**src/design/atrs_pkg.sv**
```systemverilog
// Shared widths, fixed-point constants and stage enables for the affine matrix
// builder. No dependencies; imported by atrs_scale and affine_matrix_from_trs.
package atrs_pkg;

  // field widths
  localparam int unsigned TRANS_W = 32;
  localparam int unsigned QUAT_W  = 16;
  localparam int unsigned SCALE_W = 24;
  localparam int unsigned OUT_W   = 24;

  // internal widths: Q2.30 products, Q.30 matrix terms, Q.46 scaled terms
  localparam int unsigned PROD_W  = 2 * QUAT_W;
  localparam int unsigned TERM_W  = PROD_W + 2;
  localparam int unsigned MUL_W   = TERM_W + SCALE_W;
  localparam int unsigned FRAC_SH = 30;
  localparam int unsigned RND_W   = MUL_W - FRAC_SH;

  // stream payload widths
  localparam int unsigned IN_DATA_W  = 3 * TRANS_W + 4 * QUAT_W + 3 * SCALE_W;
  localparam int unsigned OUT_DATA_W = 9 * OUT_W + 3 * TRANS_W;

  // fixed-point constants
  localparam logic signed [TERM_W-1:0] ONE_Q30  = TERM_W'(64'd1 << FRAC_SH);
  localparam logic signed [MUL_W-1:0]  HALF_Q30 = MUL_W'(64'd1 << (FRAC_SH - 1));
  localparam logic signed [RND_W-1:0]  OUT_MAX  = RND_W'(64'sd8388607);
  localparam logic signed [RND_W-1:0]  OUT_MIN  = RND_W'(-64'sd8388608);

  // load enables of the two stages inside the scaling lane
  typedef struct packed {
    logic s3;
    logic s4;
  } stage_en_t;

endpackage

```
**src/design/atrs_scale.sv**
```systemverilog
// One scaling lane: matrix term times scale, then round to Q8.16 and saturate.
// Two register stages. Depends on atrs_pkg.
module atrs_scale import atrs_pkg::*; (
  input  logic                      clk_i,
  input  stage_en_t                 en_i,
  input  logic signed [TERM_W-1:0]  term_i,
  input  logic signed [SCALE_W-1:0] scale_i,
  output logic signed [OUT_W-1:0]   res_o
);

  logic signed [MUL_W-1:0] prod_d, prod_q;
  logic signed [MUL_W-1:0] rnd;
  logic signed [RND_W-1:0] shr;
  logic signed [OUT_W-1:0] res_d, res_q;

  // stage 3: full-precision product in Q.46
  assign prod_d = term_i * scale_i;

  always_ff @(posedge clk_i) begin
    if (en_i.s3) begin
      prod_q <= prod_d;
    end
  end

  // stage 4: round half up, drop 30 fraction bits, clamp to 24 bits
  always_comb begin
    rnd = prod_q + HALF_Q30;
    shr = rnd[MUL_W-1:FRAC_SH];
    if (shr > OUT_MAX) begin
      res_d = OUT_MAX[OUT_W-1:0];
    end else if (shr < OUT_MIN) begin
      res_d = OUT_MIN[OUT_W-1:0];
    end else begin
      res_d = shr[OUT_W-1:0];
    end
  end

  always_ff @(posedge clk_i) begin
    if (en_i.s4) begin
      res_q <= res_d;
    end
  end

  assign res_o = res_q;

endmodule

```
**config.mk**
```make
export PLATFORM = sky130hd
export DESIGN_NAME = atrs_scale
export DESIGN_NICKNAME = d
export VERILOG_FILES = /design/src/design/atrs_pkg.sv /design/src/design/atrs_scale.sv
export SDC_FILE = /design/constraint.sdc
export NUM_CORES = 2
export LEC_CHECK = 0
export BUFFER_PORTS_ARGS = -buffer_cell sky130_fd_sc_hd__buf_4
export CORE_MARGIN = 1.5
export CORE_UTILIZATION = 65
export CTS_CLUSTER_DIAMETER = 120
export DETAILED_ROUTE_END_ITERATION = 16
export PLACE_DENSITY = 0.83
export SLEW_MARGIN = 20
export SYNTH_ARGS = -nofsm -noshare
export SYNTH_HDL_FRONTEND = slang
export SYNTH_SLANG_ARGS = --single-unit
```
**constraint.sdc**
```tcl
create_clock -name clk_i -period 7.3 [get_ports clk_i]
set_input_delay 0 -clock clk_i [delete_from_list [all_inputs] [get_ports clk_i]]
set_output_delay 0 -clock clk_i [all_outputs]
set_load 0.005 [all_outputs]
```
==> metrics.txt <==
initial antenna violation count 4; synthesized flop and latch total 53; Setup Skew 0.0101 ns; synthesized area 0.0298 mm2; critical path launch point type input pin; root buf cell clkbuf_16; min Tclk post-route 7.06 ns; CP dominant cell by count fa_1; Final GP Congestion 1.01; CTS Buf Count 5; crit path capture type flip-flop; fmax 142 MHz; maximum buffer depth of the clock tree 2; GR Util All Layers 36.5%; worst-path fanout max 23; Die W 217 um; clk slew on worst S/H paths 0.08 ns; area share of the largest cell type after synthesis 55.4%; Synth Area in XOR/XNOR 1.88%; Clock Latency Late Sink 0.30 ns; CTS sink count 53; Worst Tran Pin Value 0.704 ns; most instantiated library cell after synthesis fa_1; Yosys cell types 59; top_reg_cell synth edfxtp_1; max_cap viols 0; cells after synthesis 3145; Max Slew Vio Count 0; Top delay family on crit path adder cells; Register Area 0.00159 mm2; sequential-to-total area share from yosys stat 5.34%; I/O pins 85; critical path arrival 7.10 ns; Required @ worst endpoint 7.34 ns; dominant cell type by area after synthesis fa_1; die area 0.0472 mm2; WL final 79200 um; status completed; via count 21.2k; Commonest cells post-synth fa_1, inv_1, nand2_1; CTS Hold Bufs 0; area of the multi-input gates 0.0246 mm2; FP Rows 78; Nets 4199; Post-Synth Simple-Gate Area 15.7%; asr flop ratio synth 0%; first-pass GRT wire length 131000 um; slowest library cell on the worst path fa_1; Ys Warns 0; Synthesized Nets 4183; postcts setup bufs 0; antenna-violating nets left 0; worst path bufs/invs 7; port bufs 84; Die Span Y 217 um; first-pass detailed-route iteration total 8; largest family of logic cells by synthesized area adder cells; Rel. slew slack 53.0%; # DRC 0; share of layout cells above drive strength 1 5.91%; Tcrit/Tclk final 96.7%; # setup viols final 0; HPWL Detailed 67700 um; multiplexer area fraction after synthesis 0%; vias in the first global route 24.6k; Final Hold Vio Count 0; WL/cell 21.0 um; top cells by area, synth fa_1, inv_1, and2_1; Critical Path Max Stage Delay 0.53 ns; RSZ-0062 raised after global routing no; H-tree depth reported by CTS 2; gr ovfl total 0; Area growth syn-to-layout 5.43%; core area 0.0453 mm2; fillers 3380; largest net degree at the start of global routing 35; CTS tree built; average cell area after synthesis 9.48 um2; Core Util, Final 69.4%; Initial DRC Count 1576; average vias per placed instance 5.64; worst min-delay path class in2reg; number of enable flip-flop cells after synthesis 53; Initial Util 65.9%; critical path class in2reg; post-synthesis compound-gate area fraction 3.11%; post-synthesis adder-cell area fraction 61.8%
through the flow:
step	area, um2	worst slack (ns)	instances	hold WS, ns	TNS [ns]
global route	31400	0.00279	3763	0.121	0
CTS	31400	0.0268	3762	0.118	0
detailed placement	31300	-0.500	3754	0.398	-4.18
finish	31400	0.244	3764	0.121	0
floorplan	29800	0.738	3145	0.112	0
global placement	31300	-0.388	3754	0.400	-2.23
state kept, by name, indices dropped and copies added, names as in the netlist:
name,count
res_o,24
prod_q,29
layout make-up:
| type | instances | share of cell area, % |
|---|---|---|
| clock inverters | 3 | 0.0676 |
| repair buffers | 160 | 4.04 |
| clock buffers | 5 | 0.398 |
| multi-input cells | 2127 | 78.3 |
| well taps | 600 | 2.39 |
| inverters | 814 | 9.72 |
| diodes | 2 | 0.0159 |
| flip-flops and latches | 53 | 5.06 |
per-layer routing:
layer | part of all wire (%) | global-route usage (%)
met1 | 36 | 45.7
met4 | 5.7 | 17.6
met3 | 9.8 | 7.87
met5 | 0.011 | 0
met2 | 49 | 60.9
cell usage in the layout, fill, tap and decap left out, types with 9 or more instances in the layout:
cell | synthesis | final
nand3_1 | 20 | 20
a21oi_1 | 46 | 45
fa_1 | 826 | 826
xnor2_1 | 42 | 42
inv_1 | 813 | 813
nand2_1 | 438 | 438
nand4_1 | 13 | 13
and2_1 | 379 | 379
a21o_1 | 16 | 16
nor2_1 | 47 | 47
ha_1 | 151 | 151
edfxtp_1 | 53 | 53
buf_4 | 0 | 153
xor2_1 | 22 | 22
nand2b_1 | 9 | 9
o21ai_0 | 44 | 43
logic make-up (layout without fill, tap and decap cells):
kind of cell,Yosys count,count (layout)
AO/OA/AOI/OAI,148,148
flip-flops,53,53
XOR/XNOR,64,64
buffers and inverters,965,982
AND/OR/NAND/NOR,938,938
other,0,2
adder cells (fa/ha/maj),977,977
worst register-to-register path, delay by kind of cell, from the launching register on:
| family | cells | cell delay [ns] |
|---|---|---|
| and+or+nand+nor | 6 | 1.54 |
| AOI/OAI and AO/OA | 2 | 0.83 |
| DFF | 1 | 0.39 |
| adders and majority gates | 1 | 0.20 |
repair_timing:
item,CTS,global route
gates resized for setup,1,5
hold endpoints to repair,0,0
pin swaps,0,1
setup endpoints to repair,7,11
worst paths after layout:
path | cells past startpoint | start | slack [ns] | to
setup / recovery | 25 | scale_i[8] | 0.24 | prod_q[44]
hold / removal | 1 | en_i[0] | 0.12 | res_o[0]
setup reg to reg | 9 | prod_q[29] | 4.05 | res_o[18]
hold reg to reg | 2 | prod_q[43] | 0.71 | res_o[13]
Power is not shown: default switching activity piles up to over one toggle a cycle in this logic, so the estimate is an artifact.
